<file path="src/rtl/core/sem_pkg.sv">
// Shared types and constants for the Sobel edge magnitude block.
// Used by sem_isqrt and sobel_edge_magnitude; no dependencies.
`default_nettype none

package sem_pkg;

    localparam int MAX_WIDTH  = 1024;
    localparam int MAX_HEIGHT = 4096;
    localparam int ADDR_W     = $clog2(MAX_WIDTH);
    localparam int ROW_W      = $clog2(MAX_HEIGHT);
    localparam int FW_W       = 11;
    localparam int FH_W       = 13;
    localparam int CFG_W      = 13;
    localparam int PIX_W      = 8;

    localparam int SQ_W       = 2 * PIX_W + 1;
    localparam int RACC_W     = SQ_W + 1;
    localparam int ROOT_W     = PIX_W + 1;

    localparam logic       OP_PIXEL = 1'b0;
    localparam logic       OP_FLUSH = 1'b1;

    localparam logic [0:0] CFG_FRAME_WIDTH  = 1'b0;
    localparam logic [0:0] CFG_FRAME_HEIGHT = 1'b1;

    typedef struct packed {
        logic             opcode;
        logic [PIX_W-1:0] pixel_in;
    } in_word_t;

    typedef struct packed {
        logic [PIX_W-1:0] edge_mag;
        logic             row_end;
        logic             frame_end;
    } out_word_t;

endpackage

`default_nettype wire

</file>
<file path="src/rtl/core/sem_isqrt.sv">
// Iterative integer square root, two radicand bits per cycle.
// Depends on sem_pkg.
`default_nettype none

module sem_isqrt (
    input  wire logic                          clk,
    input  wire logic                          rst_n,
    input  wire logic                          start,
    input  wire logic [sem_pkg::SQ_W-1:0]      value,
    output logic                               done,
    output logic [sem_pkg::ROOT_W-1:0]         root
);

    logic                        busy_reg;
    logic                        busy_next;
    logic                        done_reg;
    logic                        done_next;
    logic [sem_pkg::SQ_W-1:0]    v_reg;
    logic [sem_pkg::SQ_W-1:0]    v_next;
    logic [sem_pkg::RACC_W-1:0]  r_reg;
    logic [sem_pkg::RACC_W-1:0]  r_next;
    logic [sem_pkg::SQ_W-1:0]    bit_reg;
    logic [sem_pkg::SQ_W-1:0]    bit_next;
    logic [sem_pkg::RACC_W-1:0]  trial;

    assign trial = r_reg + {1'b0, bit_reg};

    always_comb
    begin
        busy_next = busy_reg;
        done_next = 1'b0;
        v_next    = v_reg;
        r_next    = r_reg;
        bit_next  = bit_reg;
        if (start)
        begin
            busy_next = 1'b1;
            v_next    = value;
            r_next    = '0;
            bit_next  = {1'b1, {(sem_pkg::SQ_W-1){1'b0}}};
        end
        else if (busy_reg)
        begin
            if ({1'b0, v_reg} >= trial)
            begin
                v_next = v_reg - trial[sem_pkg::SQ_W-1:0];
                r_next = {1'b0, r_reg[sem_pkg::RACC_W-1:1]} + {1'b0, bit_reg};
            end
            else
            begin
                r_next = {1'b0, r_reg[sem_pkg::RACC_W-1:1]};
            end
            bit_next = bit_reg >> 2;
            if (bit_reg[0])
            begin
                busy_next = 1'b0;
                done_next = 1'b1;
            end
        end
    end

    always_ff @(posedge clk or negedge rst_n)
    begin
        if (!rst_n)
        begin
            busy_reg <= 1'b0;
            done_reg <= 1'b0;
        end
        else
        begin
            busy_reg <= busy_next;
            done_reg <= done_next;
        end
    end

    always_ff @(posedge clk)
    begin
        v_reg   <= v_next;
        r_reg   <= r_next;
        bit_reg <= bit_next;
    end

    assign done = done_reg;
    assign root = r_reg[sem_pkg::ROOT_W-1:0];

endmodule

`default_nettype wire

</file>
<file path="config.mk">
export PLATFORM = sky130hd
export DESIGN_NAME = sem_isqrt
export DESIGN_NICKNAME = d
export VERILOG_FILES = /design/src/rtl/core/sem_pkg.sv /design/src/rtl/core/sem_isqrt.sv
export SDC_FILE = /design/constraint.sdc
export NUM_CORES = 1
export LEC_CHECK = 0
export ABC_AREA = 0
export BUFFER_PORTS_ARGS = -buffer_cell sky130_fd_sc_hd__buf_2
export CORE_ASPECT_RATIO = 1.25
export CORE_MARGIN = 2
export CORE_UTILIZATION = 50
export CTS_BUF_LIST = sky130_fd_sc_hd__clkbuf_8 sky130_fd_sc_hd__clkbuf_16
export DETAILED_ROUTE_END_ITERATION = 16
export PLACE_DENSITY = 0.68
export SYNTH_ARGS = -nofsm -noshare
export SYNTH_HDL_FRONTEND = slang
export SYNTH_SLANG_ARGS = --single-unit
</file>
<file path="constraint.sdc">
create_clock -name clk -period 5.5 [get_ports clk]
set_input_delay 0 -clock clk [delete_from_list [all_inputs] [get_ports clk]]
set_output_delay 0 -clock clk [all_outputs]
set_load 0.005 [all_outputs]
</file>
## Word level (Yosys, flattened, before mapping)

Index checks and enable logic that the tools add are counted.
Widths: inputs -> output; s select.

| storage, ports and cells | value |
|---|---|
| register bits | 46 |
| output and inout bits | 10 |
| memories kept | 0 |
| memory bits (writable) | 0 |
| bits in latches | 0 |
| ROM bits | 0 |

| cells by class | value |
|---|---|
| reduce and logical (&&, ||, !) cells | 3 |
| divide/modulo/power cells | 0 |
| multiplexer cells | 10 |
| multipliers | 0 |
| equal/unequal tests | 0 |
| add/sub/neg operators | 3 |
| bitwise operators | 0 |
| shift-type cells | 0 |
| $lt $le $gt $ge | 1 |

Operator list:

| kind | number |
|---|---|
| $mux 17 | 3 |
| $add 17x17->18 | 1 |
| $add 18x17->18 | 1 |
| $ge 17x18->1 | 1 |
| $mux 18 | 1 |
| $sub 17x17->17 | 1 |
| $mux 1 | 6 |
| $reduce_bool 2->1 | 2 |
| $reduce_and 2->1 | 1 |

## Logic depth before layout (Yosys ltp)

Gate-level depths: netlist (run 1).

| logic depth | value |
|---|---|
| depth after elaboration | 5 |
| gate-level depth with buffers | 18 |
| gate-level depth less buffers | 17 |

## Worst setup path after synthesis (run 1)

OpenSTA, ideal clock, no wires.

| path | value |
|---|---|
| kind | reg-to-reg |
| start | register r_reg[2] (netlist bit) |
| end | register v_reg[0] (netlist bit), enable pin |
| stages on the path, launching flop included | 16 |
| required time | 5.128 ns |
| slack | 1.353 ns |
| data arrival time | 3.775 ns |
| period minus slack after synthesis | 4.147 ns |
| path buffers | 1 |
| cell sequence | dfxtp_1 ha_1 a31oi_1 a211oi_4 a31o_2 a21oi_1 o21bai_1 xnor2_1 ha_1 nand4_1 nor4_1 a21o_1 o211a_1 o22a_1 buf_4 a21o_1 |

| on the way | value |
|---|---|
| longest elaborated chain between the ends | 4 |

Ends and longest elaborated chain:

| item | RTL line | RTL |
|---|---|---|
| start, declared | sem_isqrt.sv:20 | `logic [sem_pkg::RACC_W-1:0] r_reg;` |
| start signal, assigned | sem_isqrt.sv:79 | `r_reg <= r_next;` |
| $add 18x17->18 | sem_isqrt.sv:26 | `assign trial = r_reg + {1'b0, bit_reg};` |
| $ge 17x18->1 | sem_isqrt.sv:44 | `if ({1'b0, v_reg} >= trial)` |
| $reduce_bool 2->1 (no line) | -- |  |
| $reduce_and 2->1 (no line) | -- |  |
| end signal, assigned | sem_isqrt.sv:78 | `v_reg <= v_next;` |
| end, declared | sem_isqrt.sv:18 | `logic [sem_pkg::SQ_W-1:0] v_reg;` |

Every way passes these cells.
A chain may end at the register's enable or synchronous reset.

## Worst setup path after layout (run 1)

| path | value |
|---|---|
| start | register r_reg[2] (netlist bit) |
| end | register v_reg[16] (netlist bit), enable pin |

The elaborated chain is that of the path after synthesis.

==> flow_metrics.env, run 1 <==
export IMPL_netlist_area_um2=3800
export IMPL_final_cell_count_no_fill=550
export IMPL_max_cap_viol_count=0
export IMPL_clock_latency_ps=310
export IMPL_slew_limit_headroom_pct=46.9
export IMPL_io_buffers=29
export IMPL_synthToLayoutAreaGrowth_pct=10.1
export IMPL_start_util_pct=51.6
export IMPL_io_pins=30
export IMPL_n_antenna_cell=0
export IMPL_nFillCells=689
export IMPL_post_route_drc_count=0
export IMPL_final_util_pct=56.8
export IMPL_postCtsSetupRepairBufs=0
export IMPL_setup_violations_final=0
export IMPL_grt_pass1_vias=3007
export IMPL_criticalPathCategory="reg2reg"
export IMPL_die_y_um=101
export IMPL_worstHoldPathType="in2reg"
export IMPL_cts_buffers=5
export IMPL_syn_instance_count=428
export IMPL_coreArea_um2=7360
export IMPL_crit_arrival_ps=4860
export IMPL_syn_nets=486
export IMPL_worstSetupStartpointType="register"
export IMPL_synth_edf_count=17
export IMPL_rr_worst_depth=14
export IMPL_wl_um=8490
export IMPL_grt_max_degree=58
export IMPL_holdWs_ps=-4.02
export IMPL_synth_cell_type_count=67
export IMPL_hold_depth=3
export IMPL_drv_slew=0
export IMPL_violations="negative hold slack"
export IMPL_async_reset_ff_share_pct=4.35
export IMPL_status="finished, violations left"
export IMPL_dr_pass1_iters=4
export IMPL_largest_register_ffs=18
export IMPL_required_ps=5440
export IMPL_ys_ff_latch=46
export IMPL_cts_root_buf="clkbuf_8"
export IMPL_drive_above_1_share_pct=12.2
export IMPL_track_usage_pct=21.6
export IMPL_r2r_start="r_reg[2]"
export IMPL_synth_common_cells="50 x nand2_1, 37 x ha_1, 32 x o21ai_0, 30 x nor2_1, 27 x dfxtp_1"
export IMPL_synth_area_top_cells="dfxtp_1 14%, edfxtp_1 13%, ha_1 12%"
export IMPL_grt_pass1_wl_um=14200
export IMPL_drtIter0Drc=112
export IMPL_critical_path_startpoint="r_reg[2]"
export IMPL_period_share_pct=89.4
export IMPL_worstHoldStart="value[16]"
export IMPL_htree_levels=2
export IMPL_fmax_mhz=203
export IMPL_postSynthAreaPerCell_um2=8.87
export IMPL_p_total_uw=1750
export IMPL_die_x_um=81.9
export IMPL_place_inst=528
export IMPL_row_count=35
export IMPL_dp_final_hpwl_um=6360
export IMPL_synth_top_area_share_pct=14.2
export IMPL_reg2reg_setup_slack_ps=580
export IMPL_ant_nets=0
export IMPL_ys_flop_type="dfxtp_1"
export IMPL_cts_sinks=46
export IMPL_gp_congestion=0.888
export IMPL_rsz0062_at_grt="no"
export IMPL_crit_path_end="v_reg[16]"
export IMPL_endpoint_kind="register"
export IMPL_p_leak_uw=0.00179
export IMPL_fin_nets=515
export IMPL_ys_warn_count=0
export IMPL_tns_ps=0
export IMPL_synth_area_leader_cell="dfxtp_1"
export IMPL_route_vias_total=3177
export IMPL_worstMarginPinSlew_ps=794
export IMPL_clk_pin_slew_ps=90
export IMPL_ir_drop_mv=0.196
export IMPL_seq_area_frac_synth_pct=29.0
export IMPL_finalHoldViolCount=1
export IMPL_reg2reg_to="v_reg[16]"
export IMPL_power_per_cell_area_nw_per_um2=419
export IMPL_wl_per_cell_um=15.4
export IMPL_critPathMaxFanout=17
export IMPL_cts_tree="done"
export IMPL_die_area_um2=8310
export IMPL_cts_buffer_depth=2
export IMPL_antenna_found_initial=0
export IMPL_finClkSkew_ps=6.86
export IMPL_overflow=0
export IMPL_synth_most_common_cell="nand2_1"
export IMPL_layout_min_cycle_time_ps=4920
export IMPL_vias_per_cell=5.78
## cell type report
type / count / area [um2] / area share, %
Multi-Input combinational cell: 348 / 2520 / 60.3
Sequential cell: 46 / 1100 / 26.3
Timing Repair Buffer: 45 / 300 / 7.18
Tap cell: 92 / 115 / 2.75
Clock buffer: 6 / 93.8 / 2.24
Inverter: 11 / 41.3 / 0.987
Clock inverter: 2 / 10.0 / 0.239
## repair_timing
action / in CTS / in global routing
resized for setup: 0 / 0
hold endpoints to repair: 14 / 0
hold buffers: 14 / 0
## logic make-up (layout without fill, tap and decap cells)
logic type                 Yosys count  in the layout  synth area share (%)
adders and majority gates           38             38                  12.7
xor gates and xnor gates            34             34                  7.84
DFF                                 46             46                  29.0
muxes                               15             15                  3.99
and+or+nand+nor                    129            129                  16.8
AOI/OAI and AO/OA                  132            132                  25.0
buffers and inverters               34             64                  4.65
## metrics by stage
stage / worst slack, ps / hold slack (ps) / area [um2]
global route: 173 / 13.8 / 4180
detailed placement: 604 / -208 / 3940
CTS: 569 / 1.64 / 4180
global placement: 752 / -211 / 3940
floorplan: 1350 / -296 / 3800
finish: 581 / -4.02 / 4180
## routing by layer
layer  vias up  part of all wire [%]  global-route usage (%)
li1       1635                     -                       -
met1      1480                    46                    27.5
met3         9                   3.1                    2.76
met2        53                    48                    36.8
met5         -                     0                       0
met4         0                   2.1                    8.46
## cells in the final DEF (no fill, tap or decap), types with 12 or more instances in the layout
master / netlist / routed
a21o_1: 12 / 12
a21oi_1: 22 / 22
buf_2: 0 / 29
dfxtp_1: 27 / 27
dlygate4sd3_1: 0 / 14
edfxtp_1: 17 / 17
ha_1: 37 / 37
inv_1: 11 / 12
mux2i_1: 14 / 14
nand2_1: 50 / 50
nor2_1: 30 / 30
o21ai_0: 32 / 32
xnor2_1: 18 / 18
xor2_1: 16 / 16
## power by group
| group | total (uW) | switching [uW] | internal, uW |
|---|---|---|---|
| registers | 551 | 70.2 | 481 |
| clock network | 237 | 121 | 116 |
| logic | 962 | 562 | 400 |
| total | 1750 | 754 | 997 |
## worst max-delay path, cell delays in order, from the launching register on
cell and delay, ps:
dfxtp_1 430, ha_1 300, a31oi_1 440, a211oi_4 150, a31o_2 300, a21oi_1 220, o21bai_1 140, xnor2_1 150
ha_1 380, nand4_1 180, nor4_1 290, a21o_1 150, o211a_1 240, o22a_1 490, a21o_1 660
## worst min-delay path by stage
stage / to / slack [ps]
final: v_reg[16] / -4
after global routing: v_reg[16] / 10
after CTS: v_reg[16] / 2
after detailed placement: done / -210
after global placement: done / -210
after floorplan: busy_reg / -300
Note: power is estimated with default switching activity, not from simulation.
==> run 2: changes to the inputs <==
--- a/config.mk
+++ b/config.mk
@@ -10,8 +10,10 @@
 export CORE_ASPECT_RATIO = 1.25
 export CORE_MARGIN = 2
 export CORE_UTILIZATION = 50
-export CTS_BUF_LIST = sky130_fd_sc_hd__clkbuf_8 sky130_fd_sc_hd__clkbuf_16
+export CTS_BUF_LIST = sky130_fd_sc_hd__clkbuf_8
+export CTS_CLUSTER_DIAMETER = 60
 export DETAILED_ROUTE_END_ITERATION = 16
+export HOLD_SLACK_MARGIN = 0.15
 export PLACE_DENSITY = 0.68
 export SYNTH_ARGS = -nofsm -noshare
 export SYNTH_HDL_FRONTEND = slang
==> flow_metrics.env, run 2 (same netlist as run 1, synthesis figures left out) <==
export IMPL_row_count=35
export IMPL_nFillCells=681
export IMPL_start_util_pct=51.6
export IMPL_synthToLayoutAreaGrowth_pct=11.6
export IMPL_grt_pass1_wl_um=14300
export IMPL_worstHoldPathType="in2reg"
export IMPL_cts_sinks=46
export IMPL_drtIter0Drc=94
export IMPL_multi_input_area_um2=2520
export IMPL_rsz0062_at_grt="no"
export IMPL_clock_latency_ps=310
export IMPL_largest_register_ffs=18
export IMPL_cp_cell_sequence="ha_1, a31oi_1, a211oi_4, a31o_2, a21oi_1, o21bai_1, xnor2_1, ha_1, nand4_1, nor4_1, a21o_1, o211a_1, o22a_1, a21o_1"
export IMPL_drv_slew=0
export IMPL_endpoint_kind="register"
export IMPL_tns_ps=0
export IMPL_post_route_drc_count=0
export IMPL_die_x_um=81.9
export IMPL_io_pins=30
export IMPL_ant_nets=0
export IMPL_finalHoldViolCount=0
export IMPL_overflow=0
export IMPL_ir_drop_mv=0.196
export IMPL_worstSetupStartpointType="register"
export IMPL_antenna_found_initial=0
export IMPL_worstMarginPinSlew_ps=793
export IMPL_clk_pin_slew_ps=90
export IMPL_drive_above_1_share_pct=12.1
export IMPL_status="finished, final reports clean"
export IMPL_cpLargestDelayFamily="compound AO/OA/AOI/OAI gates"
export IMPL_cp_slowest_cell="a21o_1"
export IMPL_gp_congestion=0.888
export IMPL_cts_buffer_depth=2
export IMPL_cts_tree="done"
export IMPL_dr_pass1_iters=4
export IMPL_route_vias_total=3172
export IMPL_layout_min_cycle_time_ps=4900
export IMPL_vias_per_cell=5.72
export IMPL_final_common_cell="nand2_1"
export IMPL_io_buffers=29
export IMPL_cts_resized=0
export IMPL_die_area_um2=8310
export IMPL_cts_buffers=5
export IMPL_fin_nets=520
export IMPL_finClkSkew_ps=5.71
export IMPL_period_share_pct=89.1
export IMPL_criticalPathCategory="reg2reg"
export IMPL_die_y_um=101
export IMPL_track_usage_pct=21.9
export IMPL_max_cap_viol_count=0
export IMPL_fmax_mhz=204
export IMPL_seq_area_um2=1100
export IMPL_slew_limit_headroom_pct=46.9
export IMPL_grt_pass1_vias=3045
export IMPL_n_antenna_cell=0
export IMPL_final_cell_mix="50 x nand2_1, 37 x ha_1, 32 x o21ai_0"
export IMPL_r2r_start="r_reg[2]"
export IMPL_crit_arrival_ps=4840
export IMPL_required_ps=5440
export IMPL_p_leak_uw=0.00181
export IMPL_wl_um=8560
export IMPL_htree_levels=2
export IMPL_coreArea_um2=7360
export IMPL_setup_violations_final=0
export IMPL_critPathMaxFanout=17
export IMPL_grt_max_degree=58
export IMPL_dp_final_hpwl_um=6360
export IMPL_critical_path_startpoint="r_reg[2]"
export IMPL_cpPeakStageDelay_ps=660
export IMPL_worstHoldStart="start"
export IMPL_path_buf_inv=0
export IMPL_wl_per_cell_um=15.4
export IMPL_power_per_cell_area_nw_per_um2=418
export IMPL_cts_root_buf="clkbuf_8"
export IMPL_holdWs_ps=260
## run 2: cell count changes in the layout (fill, tap and decap cells not counted)
cell	delta
dlygate4sd3_1	+5
bufinv_16	+1
clkbuf_16	-1
## run 2: metal layers
layer	share of wire, %	up-vias	wire length (um)	track usage (%)
li1	-	1644	-	-
met1	46	1474	3970	27.7
met2	49	45	4190	37.6
met3	2.6	9	219	2.67
met4	2.0	0	174	8.08
met5	0	-	0	0
## run 2: where the power goes
group / total, uW / internal, uW / leakage [uW] / switching, uW
logic: 962 / 402 / 0.00133 / 560
registers: 551 / 481 / 0.000415 / 70.1
clock network: 257 / 134 / 0.0000599 / 122
total: 1770 / 1020 / 0.00181 / 752
## run 2: worst reg2reg max path, stage by stage, from the launching register on
cell      delay (ps)
dfxtp_1          430
ha_1             300
a31oi_1          440
a211oi_4         150
a31o_2           300
a21oi_1          220
o21bai_1         140
xnor2_1          150
ha_1             380
nand4_1          180
nor4_1           290
a21o_1           150
o211a_1          240
o22a_1           480
a21o_1           670
## run 2: area by class of cell
cell class | instances | share of cell area, %
timing repair buffer | 50 | 8.27
clock inverter | 3 | 0.945
tap | 92 | 2.72
clock buffer | 5 | 1.62
sequential | 46 | 26.0
multi-input combinational | 348 | 59.5
inverter | 11 | 0.975
## run 2: final timing paths
path                                     to  slack [ps]  cells after the start
worst max-delay path              v_reg[16]         600                     14
worst min-delay path            bit_reg[14]         260                      3
worst max register to register    v_reg[16]         600                     14
worst min register to register         done         520                      2
max in group asynchronous              done        4830                      3
min in group asynchronous          busy_reg         540                      3
## run 2: what timing repair did
item	4_1_cts	5_1_grt
setup buffers	0	0
endpoints found under the hold margin	19	0
hold buffers	19	0
## run 2: stage by stage
step	worst slack (ps)	cells	power [uW]	cell area (um2)	utilization, %
after detailed placement	604	528	1500	3940	53.5
final	602	555	1770	4240	57.6
after floorplan	1350	428	1320	3800	-
after global routing	178	555	1910	4240	57.6
after global placement	752	528	1480	3940	53.5
after CTS	569	555	1780	4240	57.6
==> run 3: changes to the inputs <==
--- a/config.mk
+++ b/config.mk
@@ -9,12 +9,13 @@
 export BUFFER_PORTS_ARGS = -buffer_cell sky130_fd_sc_hd__buf_2
 export CORE_ASPECT_RATIO = 1.25
 export CORE_MARGIN = 2
-export CORE_UTILIZATION = 50
+export CORE_UTILIZATION = 60
 export CTS_BUF_LIST = sky130_fd_sc_hd__clkbuf_8
 export CTS_CLUSTER_DIAMETER = 60
 export DETAILED_ROUTE_END_ITERATION = 16
 export HOLD_SLACK_MARGIN = 0.15
-export PLACE_DENSITY = 0.68
+export PLACE_DENSITY = 0.8
+export SKIP_LAST_GASP = 1
 export SYNTH_ARGS = -nofsm -noshare
 export SYNTH_HDL_FRONTEND = slang
 export SYNTH_SLANG_ARGS = --single-unit
==> flow_metrics.env, run 3 (same netlist as run 1, synthesis figures left out) <==
export IMPL_placed_area_um2=3930
export IMPL_grt_busiest_layer="met2"
export IMPL_row_count=32
export IMPL_finClkSkew_ps=6.12
export IMPL_place_worst_setup_slack_ps=619
export IMPL_setup_slack_ps=563
export IMPL_rsz0062_at_grt="no"
export IMPL_grt_max_degree=58
export IMPL_wl_um=8610
export IMPL_met2_usage_pct=45.8
export IMPL_finalHoldViolCount=0
export IMPL_gp_congestion=0.878
export IMPL_route_vias_total=3243
export IMPL_start_util_pct=61.6
export IMPL_tns_ps=0
export IMPL_nFillCells=514
export IMPL_power_per_cell_area_nw_per_um2=429
export IMPL_worstHoldPathType="in2reg"
export IMPL_coreArea_um2=6170
export IMPL_swShare_pct=41.7
export IMPL_final_cell_count_no_fill=548
export IMPL_cp_slowest_cell="a21o_1"
export IMPL_die_area_um2=6990
export IMPL_cts_root_buf="clkbuf_8"
export IMPL_drtIter0Drc=115
export IMPL_ir_drop_mv=0.224
export IMPL_worstSetupStartpointType="register"
export IMPL_final_common_cell="nand2_1"
export IMPL_htree_levels=2
export IMPL_status="finished, final reports clean"
export IMPL_final_cell_mix="50 x nand2_1, 37 x ha_1, 32 x o21ai_0"
export IMPL_layout_min_cycle_time_ps=4940
export IMPL_antenna_found_initial=0
export IMPL_synthToLayoutAreaGrowth_pct=12.1
export IMPL_grtUsageMet3_pct=3.05
export IMPL_drv_slew=0
export IMPL_switching_power_uw=762
export IMPL_postCtsSetupRepairBufs=0
export IMPL_postLayoutCellArea_um2=4260
export IMPL_required_ps=5440
export IMPL_dp_final_hpwl_um=6150
export IMPL_overflow=0
export IMPL_pwr_share_clk_pct=16.9
export IMPL_endpoint_kind="register"
export IMPL_vias_per_cell=5.92
export IMPL_slew_limit_headroom_pct=47.5
export IMPL_fin_nets=520
export IMPL_n_antenna_cell=0
export IMPL_fmax_mhz=203
export IMPL_crit_arrival_ps=4880
export IMPL_cp_cell_sequence="ha_1, a211oi_1, a211oi_4, a31o_2, a21oi_1, o21bai_1, xnor2_1, ha_1, nand4_1, nor4_1, a21o_1, o211a_1, o22a_1, a21o_1"
export IMPL_place_inst=521
export IMPL_wl_per_cell_um=15.7
export IMPL_max_cap_viol_count=0
export IMPL_period_share_pct=89.8
export IMPL_cts_buffer_depth=2
export IMPL_path_buf_inv=0
export IMPL_worstMarginPinSlew_ps=784
export IMPL_cpPeakStageDelay_ps=670
export IMPL_cts_sinks=46
export IMPL_clock_latency_ps=300
export IMPL_power_frac_comb_pct=53.5
export IMPL_track_usage_pct=26.4
export IMPL_clk_pin_slew_ps=100
export IMPL_post_route_drc_count=0
export IMPL_p_total_uw=1830
export IMPL_grt_pass1_wl_um=14500
export IMPL_grt_pass1_vias=3180
export IMPL_die_y_um=92.9
export IMPL_setup_violations_final=0
export IMPL_criticalPathCategory="reg2reg"
export IMPL_p_leak_uw=0.00182
export IMPL_cts_tree="done"
export IMPL_die_x_um=75.2
export IMPL_io_pins=30
export IMPL_cts_buffers=5
export IMPL_p_seq_share_pct=29.7
export IMPL_largest_register_ffs=18
export IMPL_ant_nets=0
export IMPL_dr_pass1_iters=5
export IMPL_critPathMaxFanout=17
export IMPL_io_buffers=29
export IMPL_drive_above_1_share_pct=12.3
export IMPL_p_int_uw=1070
export IMPL_use_met1_pct=33.9
export IMPL_cpLargestDelayFamily="compound AO/OA/AOI/OAI gates"
## run 3: power groups by stage
stage	clock (uW)	sequential (uW)	combinational, uW
after CTS	311	542	965
after global placement	0	546	914
after detailed placement	0	546	949
after floorplan	0	524	796
final	308	542	976
after global routing	322	553	1090
## run 3: what timing repair did
item / CTS / global route
hold buffers: 19 / 0
setup endpoints to repair: 0 / 0
resized for setup: 0 / 0
endpoints found under the hold margin: 19 / 0
## run 3: metrics by stage
step,hold slack (ps),utilization [%]
after floorplan,-296,-
after global placement,-212,63.7
after detailed placement,-213,63.7
after CTS,260,69.0
after global routing,285,69.0
final,264,69.0
## run 3: path summary, 6_finish.rpt
path | depth (start not counted) | end | slack (ps) | startpoint
max | 14 | v_reg[12] | 560 | r_reg[4]
min | 3 | bit_reg[12] | 260 | start
max reg2reg | 14 | v_reg[12] | 560 | r_reg[4]
min reg2reg | 2 | r_reg[0] | 520 | r_reg[0]
max in group asynchronous | 3 | done | 4830 | rst_n
min in group asynchronous | 3 | busy_reg | 550 | rst_n
## run 3: metal layers
layer	part of all wire (%)	routed length, um	up-vias
met5	0	0	-
met4	2.3	194	0
met3	2.9	250	15
met2	49	4250	75
met1	45	3910	1508
li1	-	-	1645
## run 3: cell type report
class,instances,area [um2],area share [%]
sequential,46,1100,25.9
timing repair buffer,50,350,8.23
clock buffer,5,68.8,1.62
inverter,11,41.3,0.970
multi-input combinational,348,2520,59.2
tap,85,106,2.50
clock inverter,3,68.8,1.62
## run 3: tightest hold or removal path, delay by kind of cell
kind	cells	cell delay [ps]
simple gates	1	150
buf+inv	2	370
